===== src/hw/rtl/wbc_pkg.sv =====
`timescale 1ns / 1ps
// ----------------------------------------------------------------------------
// wbc_pkg
// Shared types and constants for the word break checker: store geometry,
// command codes, controller states and the structs passed between modules.
// ----------------------------------------------------------------------------
package wbc_pkg;

	localparam int DICT_WORDS   = 64;
	localparam int MAX_WORD_LEN = 32;
	localparam int CHAR_W       = 8;

	// word slot address, word counter (holds DICT_WORDS itself)
	localparam int ADDR_W = (DICT_WORDS > 1) ? $clog2(DICT_WORDS) : 1;
	localparam int CNT_W  = $clog2(DICT_WORDS + 1);
	// character position inside a slot, and word length (holds MAX_WORD_LEN)
	localparam int POS_W  = (MAX_WORD_LEN > 1) ? $clog2(MAX_WORD_LEN) : 1;
	localparam int LEN_W  = $clog2(MAX_WORD_LEN + 1);

	typedef logic [CHAR_W-1:0] char_t;
	typedef logic [MAX_WORD_LEN-1:0][CHAR_W-1:0] row_t;

	typedef enum logic [1:0] {
		CMD_CLEAR = 2'd0,
		CMD_DICT  = 2'd1,
		CMD_TEXT  = 2'd2
	} cmd_e;

	typedef enum logic [1:0] {
		ST_IDLE,
		ST_SCAN,
		ST_DRAIN,
		ST_FINISH
	} state_t;

	// window cell control
	typedef struct packed {
		logic shift;
		logic clear;
	} cell_ctrl_t;

	// word store write request
	typedef struct packed {
		logic              char_en;
		logic              len_en;
		logic [ADDR_W-1:0] row;
		logic [POS_W-1:0]  col;
		char_t             ch_val;
		logic [LEN_W-1:0]  len;
	} store_wr_t;

endpackage


===== src/hw/rtl/wbc_cell.sv =====
`timescale 1ns / 1ps
// ----------------------------------------------------------------------------
// wbc_cell
// One text window cell: holds one text character, passes it to the next
// cell on every text shift, and compares it with the word character that
// lines up with it for the word currently read from the store.
// ----------------------------------------------------------------------------
module wbc_cell (
	input  logic                        clk,
	input  logic                        arst_n,
	input  wbc_pkg::cell_ctrl_t         ctrl,
	input  wbc_pkg::char_t              char_in,
	input  logic [wbc_pkg::POS_W-1:0]   pos,
	input  wbc_pkg::row_t               word_row,
	input  logic [wbc_pkg::LEN_W-1:0]   word_len,
	output wbc_pkg::char_t              char_out,
	output logic                        eq
);
	import wbc_pkg::*;

	char_t            char_q;
	logic [LEN_W-1:0] sel_idx;

	always_ff @(posedge clk or negedge arst_n) begin
		if (!arst_n) begin
			char_q <= '0;
		end else if (ctrl.clear) begin
			char_q <= '0;
		end else if (ctrl.shift) begin
			char_q <= char_in;
		end
	end

	assign char_out = char_q;

	// cell k holds the character k back, which must equal word char len-1-k
	always_comb begin
		sel_idx = word_len - LEN_W'(pos) - LEN_W'(1);
		if (LEN_W'(pos) < word_len) begin
			eq = (word_row[sel_idx[POS_W-1:0]] == char_q);
		end else begin
			eq = 1'b1;
		end
	end

endmodule


===== config.mk =====
export PLATFORM = sky130hd
export DESIGN_NAME = wbc_cell
export DESIGN_NICKNAME = d
export VERILOG_FILES = /design/src/hw/rtl/wbc_pkg.sv /design/src/hw/rtl/wbc_cell.sv
export SDC_FILE = /design/constraint.sdc
export NUM_CORES = 1
export LEC_CHECK = 0
export BUFFER_PORTS_ARGS = -buffer_cell sky130_fd_sc_hd__buf_4
export CAP_MARGIN = 20
export CORE_AREA = 2 2 113 115
export CTS_BUF_LIST = sky130_fd_sc_hd__clkbuf_4 sky130_fd_sc_hd__clkbuf_8
export DETAILED_ROUTE_END_ITERATION = 7
export DIE_AREA = 0 0 115 117
export GPL_ROUTABILITY_DRIVEN = 0
export PLACE_DENSITY = 0.63
export REMOVE_ABC_BUFFERS = 1
export SYNTH_ARGS = -nofsm -noshare
export SYNTH_HDL_FRONTEND = slang
export SYNTH_SLANG_ARGS = --single-unit
export TNS_END_PERCENT = 1

===== constraint.sdc =====
create_clock -name clk -period 2.94 [get_ports clk]
set_clock_uncertainty 0.15 [all_clocks]
set_input_delay 0.147 -clock clk [delete_from_list [all_inputs] [get_ports clk]]
set_output_delay 0.147 -clock clk [all_outputs]
set_load 0.02 [all_outputs]

==> results.txt, run 1 <==
status: finished with violations
failing checks: negative setup slack
synth top area cells: mux4_2, mux2i_1, dfrtp_1, a32o_1, nand2_1
CP Class: input port to primary output
placed instance count: 681
PwrDens: 292 nW/um^2
fraction of layout cells with a size suffix above 1: 77.3%
# IOs: 288
Worst path slowest cell: fa_2
Pre-antenna DRT Iters: 4
Initial Utilization: 22.6%
initial antenna violation count: 0
commonest cells in the synthesized netlist: mux4_2, nand2_1, mux2i_1
TritonCTS clock tree: built
Req. time, crit path: 2.64 ns
Yosys Warn Count: 0
Clock Path Buffers: 2
area of the core: 12300 um^2
Post-synth EDFFs: 0
Slew headroom: 75.4%
via count: 3537
gr ovfl total: 0
DIE AREA: 13500 um^2
Worst setup EP type: primary output
synthesized cell area: 2780 um^2
arrival time at the worst endpoint: 2.78 ns
Yosys top cell area share: 51.9%
Final Hold Vio Count: 0
first-pass GRT wire length: 20100 um
PortBufs: 287
WP buf/inv: 6
CP endpoint: eq
Worst setup startpoint: pos[0]
RSZ-0062 raised after global routing: true
R2R depth: 2
initial DRC count: 118
max FFs per register: 8
final wirelength: 13900 um
dpl cell area: 5420 um^2
Fmax: 325 MHz
die height: 117 um
Post-DRT Antenna Nets: 0
crit start category: input port
clk slew on worst S/H paths: 0.05 ns
mux contribution to synthesized area: 60.6%
Routed WL per cell: 20.0 um
slack of the worst reg-to-reg path: 1.99 ns
final setup violating endpoints: 1
cells after synthesis: 232
worst-margin pin slew: 0.367 ns
Syn-to-layout area delta: 109%
Top cell by count, worst path: buf_6
CTS Buf Count: 3
Synth Flop Type: dfrtp_1
Synth Area in XOR/XNOR: 0.631%
Seq cells post-synth: 8
Reg-to-Reg Start: char_out[0]$_DFFE_PN0P_
Cell Rows: 41
R2R Path End: char_out[0]$_DFFE_PN0P_
vias in the first global route: 3875
count of final max-slew check failures: 0
CTS Root Cell: clkbuf_8
post-synth top area cell: mux4_2
total of fill cells in the finished design: 1147
Max IR drop VDD: 0.000119 V
footprint of the multi-input gates: 2550 um^2
crit-path max cell delay: 0.65 ns
Seq. cell area: 200 um^2
Hold WC Path Type: input port to flop
synthesized area per cell: 12.0 um^2
worst-path fanout max: 4
count leader, synth: mux4_2
clk sink count: 8
Yosys cell types: 38
asr flop ratio synth: 100%
Overall Power: 1.70 mW
cells along the critical path: buf_6 > inv_4 > ha_4 > fa_2 > buf_12 > buf_16 > mux4_2 > mux2i_1 > a32o_2 > nor3_2 > nor4b_2 > buf_4 > a41o_1 > buf_6
Layout Nets: 837
Final Cycle Share: 105%
Tot GR Track Use: 19.9%
Post-Synth Adder-Cell Area: 4.78%
design area: 5810 um^2
fin util: 47.2%
Via density: 5.08
Final Worst Setup Slack: -0.135 ns
Final min period: 3.08 ns
drt drc: 0
Crit path depth: 14
P_leak: 2.81 nW
Die X: 115 um
largest net degree at the start of global routing: 33
post-DP HPWL: 11400 um
number of diodes: 0
Max-Cap Viols: 0
Seq/Total Area, Yosys: 7.21%
Clk Latency, worst-skew pair: 0.23 ns
post-synthesis compound-gate area fraction: 11.0%
dominant combinational cell family by area after synthesis: multiplexers
H-tree depth: 1
Synth Area in Simple Gates: 10.7%
Non-Filler Instances: 696
CP top delay family: adder cells
==> timing repair <==
action,in CTS,in global routing
gates resized for setup,25,3
pin swaps,15,6
hold endpoints to repair,8,0
buffers inserted,9,0
hold buffers,1,0
cloned,4,0
setup endpoints to repair,1,1
==> worst min-delay path by stage <==
stage               slack [ns]                 endpoint  startpoint  cells after the start
finish                   0.006  char_out[4]$_DFFE_PN0P_  char_in[4]                      3
CTS                      0.001  char_out[4]$_DFFE_PN0P_  char_in[4]                      3
global route              0.01  char_out[7]$_DFFE_PN0P_  char_in[7]                      3
floorplan                -0.30  char_out[0]$_DFFE_PN0P_      arst_n                      0
detailed placement       -0.15  char_out[3]$_DFFE_PN0P_      arst_n                      1
global placement         -0.15  char_out[3]$_DFFE_PN0P_      arst_n                      1
==> layer usage <==
layer	up-vias	GRT usage [%]	share of wire (%)	routed length, um
li1	1612	-	-	-
met1	1740	24.2	38	5230
met2	167	37.0	54	7460
met3	18	3.14	7.0	975
met4	0	4.58	1.9	262
met5	-	0	0	0
==> final cells by class <==
type,count,share of cell area [%]
timing repair buffer,332,48.1
clock buffer,3,0.711
inverter,8,0.560
sequential,8,3.45
multi-input combinational,195,43.9
tap,150,3.23
==> worst register-to-register path, stage by stage (launching register included) <==
cell and delay (ns):
dfrtp_1 0.42, mux2i_1 0.20, nor2_1 0.06
==> placed cells by master (no fill, tap or decap), types with 2 or more instances in the layout <==
master	instances
a21oi_1	2
a32o_1	7
a32o_2	7
a32oi_1	2
and3b_1	2
buf_12	16
buf_16	3
buf_4	307
buf_6	4
clkbuf_8	3
dfrtp_1	8
ha_1	7
ha_4	2
inv_1	7
mux2i_1	24
mux4_2	64
nand2_1	32
nor2_1	9
nor3_1	5
nor3_2	2
nor4b_2	2
nor4b_4	2
o21a_1	4
o21ai_0	3
o21ai_1	3
==> kinds of logic (layout without fill, tap and decap cells) <==
family          Yosys count  count (layout)
compound gates           35              35
xor+xnor                  2               2
fa+ha+maj                10              10
buf+inv                  29             343
flops                     8               8
mux                      88              88
simple gates             60              60
==> per-stage QoR <==
step	setup TNS, ns	setup WS [ns]	hold WS [ns]
detailed placement	-0.446	-0.446	-0.153
global placement	-0.456	-0.456	-0.152
floorplan	-1.66	-1.66	-0.299
finish	-0.135	-0.135	0.00637
global route	-0.295	-0.295	0.0133
CTS	-0.184	-0.184	0.00148
==> report_power, final <==
part           internal [mW]  leakage, nW  switching (mW)  total (mW)
logic                  0.896         2.69           0.537        1.43
registers              0.117        0.106         0.00835       0.125
clock network         0.0895       0.0216          0.0515       0.141
Note: power is estimated with default switching activity, not from simulation.
==> run 2: changes to the inputs <==
clock period = 2.79 ns   (was 2.94 ns; I/O delays follow)
==> results.txt, run 2 (synthesized netlist as in run 1, its figures left out) <==
worst hold margin: 0.00893 ns (was 0.00637 ns)
CTS Buf Count: 3 (unchanged)
first-pass GRT wire length: 20200 um (was 20100 um)
Layout Nets: 840 (was 837)
initial antenna violation count: 0 (unchanged)
CTS Root Cell: clkbuf_8 (unchanged)
Initial Utilization: 22.6% (unchanged)
H-tree depth: 1 (unchanged)
final setup violating endpoints: 1 (unchanged)
gr ovfl total: 0 (unchanged)
Hold WC Path Type: input port to flop (unchanged)
Cell Int Power: 1.14 mW (was 1.10 mW)
most common cell after layout, fill and taps aside: buf_4 (unchanged)
crit start category: input port (unchanged)
R2R Path End: char_out[0]$_DFFE_PN0P_ (unchanged)
Post-DRT Antenna Nets: 0 (unchanged)
PwrDens: 307 nW/um^2 (was 292 nW/um^2)
Comb pwr share: 84.1% (was 84.3%)
count of final max-slew check failures: 0 (unchanged)
Fmax: 329 MHz
vias in the first global route: 3937 (was 3875)
Via density: 5.17 (was 5.08)
Reg-to-Reg Start: char_out[0]$_DFFE_PN0P_ (unchanged)
layer with the highest usage: met2 (unchanged)
Pre-antenna DRT Iters: 4 (unchanged)
drt drc: 0 (unchanged)
Hold Path End: char_out[5]$_DFFE_PN0P_ (was char_out[4]$_DFFE_PN0P_)
Final Hold Vio Count: 0 (unchanged)
Routed WL per cell: 19.9 um (was 20.0 um)
clk slew on worst S/H paths: 0.05 ns (about the same)
P_leak: 2.79 nW (was 2.81 nW)
final wirelength: 13900 um (about the same)
Die X: 115 um (unchanged)
Min-Delay Path Depth: 3 (unchanged)
TritonCTS clock tree: built (unchanged)
fraction of layout cells with a size suffix above 1: 77.2% (was 77.3%)
Final min period: 3.04 ns
RSZ-0062 raised after global routing: true (unchanged)
slack of the worst reg-to-reg path: 1.84 ns (was 1.99 ns)
Tot GR Track Use: 19.8% (was 19.9%)
R2R depth: 2 (unchanged)
failing checks: negative setup slack (unchanged)
PortBufs: 287 (unchanged)
Max-Cap Viols: 0 (unchanged)
post-DP HPWL: 11500 um (was 11400 um)
Max IR drop VDD: 0.000134 V (was 0.000119 V)
worst-margin pin slew: 0.368 ns (was 0.367 ns)
share of total power in the clock network: 8.5% (was 8.3%)
Final Cycle Share: 109%
Overall Power: 1.77 mW (was 1.70 mW)
setup TNS: -0.249 ns (was -0.135 ns)
# IOs: 288 (unchanged)
total of fill cells in the finished design: 1162 (was 1147)
Final Worst Setup Slack: -0.249 ns (was -0.135 ns)
area of the core: 12300 um^2 (unchanged)
worst-path fanout max: 7 (was 4)
M3 GR Usage: 3.81% (was 3.14%)
Worst setup EP type: primary output (unchanged)
most frequent cells in the layout: buf_4, mux4_2, nand2_1 (unchanged)
DIE AREA: 13500 um^2 (unchanged)
largest net degree at the start of global routing: 33 (unchanged)
CP Class: input port to primary output (unchanged)
Req. time, crit path: 2.50 ns (was 2.64 ns)
Syn-to-layout area delta: 108% (was 109%)
hold path start: char_in[5] (was char_in[4])
initial DRC count: 151 (was 118)
Sw Ratio: 35.6% (was 35.1%)
max FFs per register: 8 (unchanged)
Cell Rows: 41 (unchanged)
sequential power share: 7.4% (about the same)
number of diodes: 0 (unchanged)
Psw: 631 uW (was 597 uW)
pre-CTS setup slack: -0.631 ns (was -0.446 ns)
met1 GRT Util: 24.3% (was 24.2%)
met2 usage: 35.6% (was 37.0%)
clk sink count: 8 (unchanged)
via count: 3611 (was 3537)
Slew headroom: 75.3% (was 75.4%)
Clk Latency, worst-skew pair: 0.23 ns (about the same)
status: finished with violations (unchanged)
arrival time at the worst endpoint: 2.75 ns (was 2.78 ns)
die height: 117 um (unchanged)
fin util: 47.0% (was 47.2%)
Clock Path Buffers: 2 (unchanged)
==> run 2: per-stage QoR <==
stage,cells,cell area [um^2]
2_1_floorplan,211,2670
3_3_place_gp,683,5440
3_5_place_dp,683,5440
4_1_cts,696,5720
5_1_grt,699,5780
6_report,699,5780
==> run 2: critical path, cell delays in order <==
cell	delay [ns]
buf_6	0.08
inv_4	0.04
ha_4	0.15
fa_2	0.60
buf_12	0.15
buf_12	0.11
mux4_2	0.27
mux2i_1	0.17
a32oi_1	0.10
and3b_1	0.22
nor4b_2	0.26
buf_4	0.15
a41o_1	0.17
buf_6	0.13
==> run 2: cell type report <==
cell class	count	area, um^2	area share [%]
inverter	8	32.5	0.562
tap	150	188	3.24
sequential	8	200	3.46
multi-input combinational	195	2550	44.1
timing repair buffer	335	2770	47.9
clock buffer	3	41.3	0.714
==> run 2: how the worst max path moves through the flow <==
stage / start / endpoint / slack (ns) / depth (start not counted)
2_1_floorplan: pos[0] / eq / -1.80 / 8
3_3_place_gp: pos[0] / eq / -0.62 / 13
3_5_place_dp: pos[0] / eq / -0.63 / 13
4_1_cts: pos[0] / eq / -0.32 / 14
5_1_grt: pos[0] / eq / -0.38 / 14
6_report: pos[0] / eq / -0.25 / 14
==> run 2: layer usage <==
metal	up-vias	share of wire (%)
met5	-	0
met4	0	2.6
met3	24	6.5
met2	184	53
met1	1780	38
li1	1623	-
==> run 2: what timing repair did <==
item                                   in CTS  in global routing
buffers inserted                            6                  3
pin swaps                                  10                  7
hold buffers                                3                  0
cloned                                      3                  0
endpoints found under the hold margin      10                  0
resized for setup                          22                  7
setup endpoints to repair                   1                  1
==> run 2: power by group through the flow <==
| stage | clock, mW | combinational (mW) | sequential (mW) |
|---|---|---|---|
| global placement | 0 | 1.32 | 0.133 |
| floorplan | 0 | 0.702 | 0.138 |
| global route | 0.167 | 1.60 | 0.133 |
| detailed placement | 0 | 1.35 | 0.133 |
| CTS | 0.163 | 1.47 | 0.131 |
| finish | 0.151 | 1.49 | 0.132 |
==> run 3: changes to the inputs <==
--- a/config.mk
+++ b/config.mk
@@ -7,5 +7,4 @@
 export LEC_CHECK = 0
 export BUFFER_PORTS_ARGS = -buffer_cell sky130_fd_sc_hd__buf_4
-export CAP_MARGIN = 20
 export CORE_AREA = 2 2 113 115
 export CTS_BUF_LIST = sky130_fd_sc_hd__clkbuf_4 sky130_fd_sc_hd__clkbuf_8
==> constraint.sdc (replaced) <==
create_clock -name clk -period 2.79 [get_ports clk]
set_clock_uncertainty 0.15 [all_clocks]
set_input_delay 0.558 -clock clk [delete_from_list [all_inputs] [get_ports clk]]
set_output_delay 0.558 -clock clk [all_outputs]
set_load 0.02 [all_outputs]
==> results.txt, run 3 (synthesized netlist as in run 1, its figures left out) <==
status: finished with violations (unchanged)
failing checks: negative setup slack (unchanged)
R2R depth: 2 (unchanged)
CP Class: input port to primary output (unchanged)
H-tree depth: 1 (unchanged)
arrival time at the worst endpoint: 3.14 ns (was 2.75 ns)
Final min period: 3.85 ns (was 3.04 ns)
PortBufs: 287 (unchanged)
via count: 3528 (was 3611)
drt drc: 0 (unchanged)
Final Worst Setup Slack: -1.06 ns (was -0.249 ns)
Max IR drop VDD: 0.000113 V (was 0.000134 V)
Req. time, crit path: 2.08 ns (was 2.50 ns)
vias in the first global route: 3852 (was 3937)
worst-margin pin slew: 0.348 ns (was 0.368 ns)
CTS Buf Count: 3 (unchanged)
most frequent cells in the layout: buf_4, mux4_2, nand2_1 (unchanged)
TritonCTS clock tree: built (unchanged)
Pre-antenna DRT Iters: 4 (unchanged)
final wirelength: 13800 um (was 13900 um)
Routed WL per cell: 20.0 um (was 19.9 um)
gr ovfl total: 0 (unchanged)
fin util: 46.4% (was 47.0%)
largest net degree at the start of global routing: 33 (unchanged)
Cell Rows: 41 (unchanged)
CP endpoint: eq (unchanged)
Hold WC Path Type: input port to async pin (was input port to flop)
slack of the worst reg-to-reg path: 1.85 ns (was 1.84 ns)
clk slew on worst S/H paths: 0.05 ns (about the same)
count of final max-slew check failures: 0 (unchanged)
P_leak: 2.75 nW (was 2.79 nW)
PwrDens: 306 nW/um^2 (was 307 nW/um^2)
Worst setup EP type: primary output (unchanged)
first-pass GRT wire length: 20200 um (about the same)
number of diodes: 0 (unchanged)
Tot GR Track Use: 19.8% (about the same)
setup TNS: -1.06 ns (was -0.249 ns)
Worst setup startpoint: pos[0] (unchanged)
Final Cycle Share: 138% (was 109%)
worst-path fanout max: 6 (was 7)
Initial Utilization: 22.6% (unchanged)
area of the core: 12300 um^2 (unchanged)
Syn-to-layout area delta: 106% (was 108%)
Overall Power: 1.75 mW (was 1.77 mW)
clk sink count: 8 (unchanged)
Final Hold Vio Count: 0 (unchanged)
initial antenna violation count: 0 (unchanged)
DIE AREA: 13500 um^2 (unchanged)
die height: 117 um (unchanged)
Clock Path Buffers: 2 (unchanged)
R2R Path End: char_out[0]$_DFFE_PN0P_ (unchanged)
most common cell after layout, fill and taps aside: buf_4 (unchanged)
Die X: 115 um (unchanged)
initial DRC count: 130 (was 151)
post-DP HPWL: 11500 um (about the same)
# IOs: 288 (unchanged)
fraction of layout cells with a size suffix above 1: 78.6% (was 77.2%)
CTS Root Cell: clkbuf_8 (unchanged)
Post-DRT Antenna Nets: 0 (unchanged)
Clk Latency, worst-skew pair: 0.23 ns (about the same)
crit start category: input port (unchanged)
Fmax: 260 MHz (was 329 MHz)
Via density: 5.10 (was 5.17)
Slew headroom: 76.6% (was 75.3%)
final setup violating endpoints: 1 (unchanged)
RSZ-0062 raised after global routing: true (unchanged)
max FFs per register: 8 (unchanged)
Reg-to-Reg Start: char_out[0]$_DFFE_PN0P_ (unchanged)
Max-Cap Viols: 0 (unchanged)
Layout Nets: 833 (was 840)
-- run 3: power by group --
part | internal (mW) | switching [mW]
clock network | 0.0944 | 0.0551
logic | 0.899 | 0.568
registers | 0.123 | 0.00927
-- run 3: layout make-up --
class	count	area, um^2
fill	1171	6600
timing repair buffer	328	2660
multi-input combinational	195	2590
sequential	8	200
tap	150	188
clock buffer	3	41.3
inverter	8	32.5
-- run 3: routing by layer --
metal	GRT usage [%]	vias up	wire length, um
li1	-	1606	-
met1	23.9	1734	5240
met2	36.7	170	7360
met3	3.35	18	924
met4	5.14	0	295
met5	0	-	0
-- run 3: worst max-delay path, cell delays in order --
cell,delay (ns)
buf_6,0.08
inv_4,0.03
ha_4,0.15
fa_2,0.56
buf_6,0.13
buf_12,0.13
buf_4,0.11
mux4_2,0.31
nand2_2,0.08
a32oi_1,0.10
and3b_1,0.21
nor4b_2,0.22
buf_4,0.15
a41o_1,0.19
buf_6,0.13
-- run 3: through the flow --
step                      setup WS (ns)  hold slack [ns]  area (um^2)  instances
after CTS                         -1.16          0.00253         5730        694
after detailed placement          -1.46            0.257         5440        683
after global placement            -1.46            0.260         5440        683
after global routing              -1.16         0.000141         5710        692
final                             -1.06          0.00415         5710        692
after floorplan                   -2.63            0.112         2670        211
-- run 3: how the worst min path moves through the flow --
stage / from / to / slack (ns) / cells past startpoint
2_1_floorplan: arst_n / char_out[0]$_DFFE_PN0P_ / 0.11 / 0
3_3_place_gp: arst_n / char_out[3]$_DFFE_PN0P_ / 0.26 / 1
3_5_place_dp: arst_n / char_out[3]$_DFFE_PN0P_ / 0.26 / 1
4_1_cts: arst_n / char_out[5]$_DFFE_PN0P_ / 0.003 / 1
5_1_grt: arst_n / char_out[5]$_DFFE_PN0P_ / 0.0001 / 1
6_report: arst_n / char_out[5]$_DFFE_PN0P_ / 0.004 / 1
-- run 3: timing repair --
| action | CTS | global route |
|---|---|---|
| cloned | 3 | 0 |
| pin swaps | 11 | 7 |
| hold buffers | 0 | 0 |
| gates resized for setup | 28 | 12 |
| setup endpoints to repair | 1 | 1 |
| setup buffers | 7 | 0 |
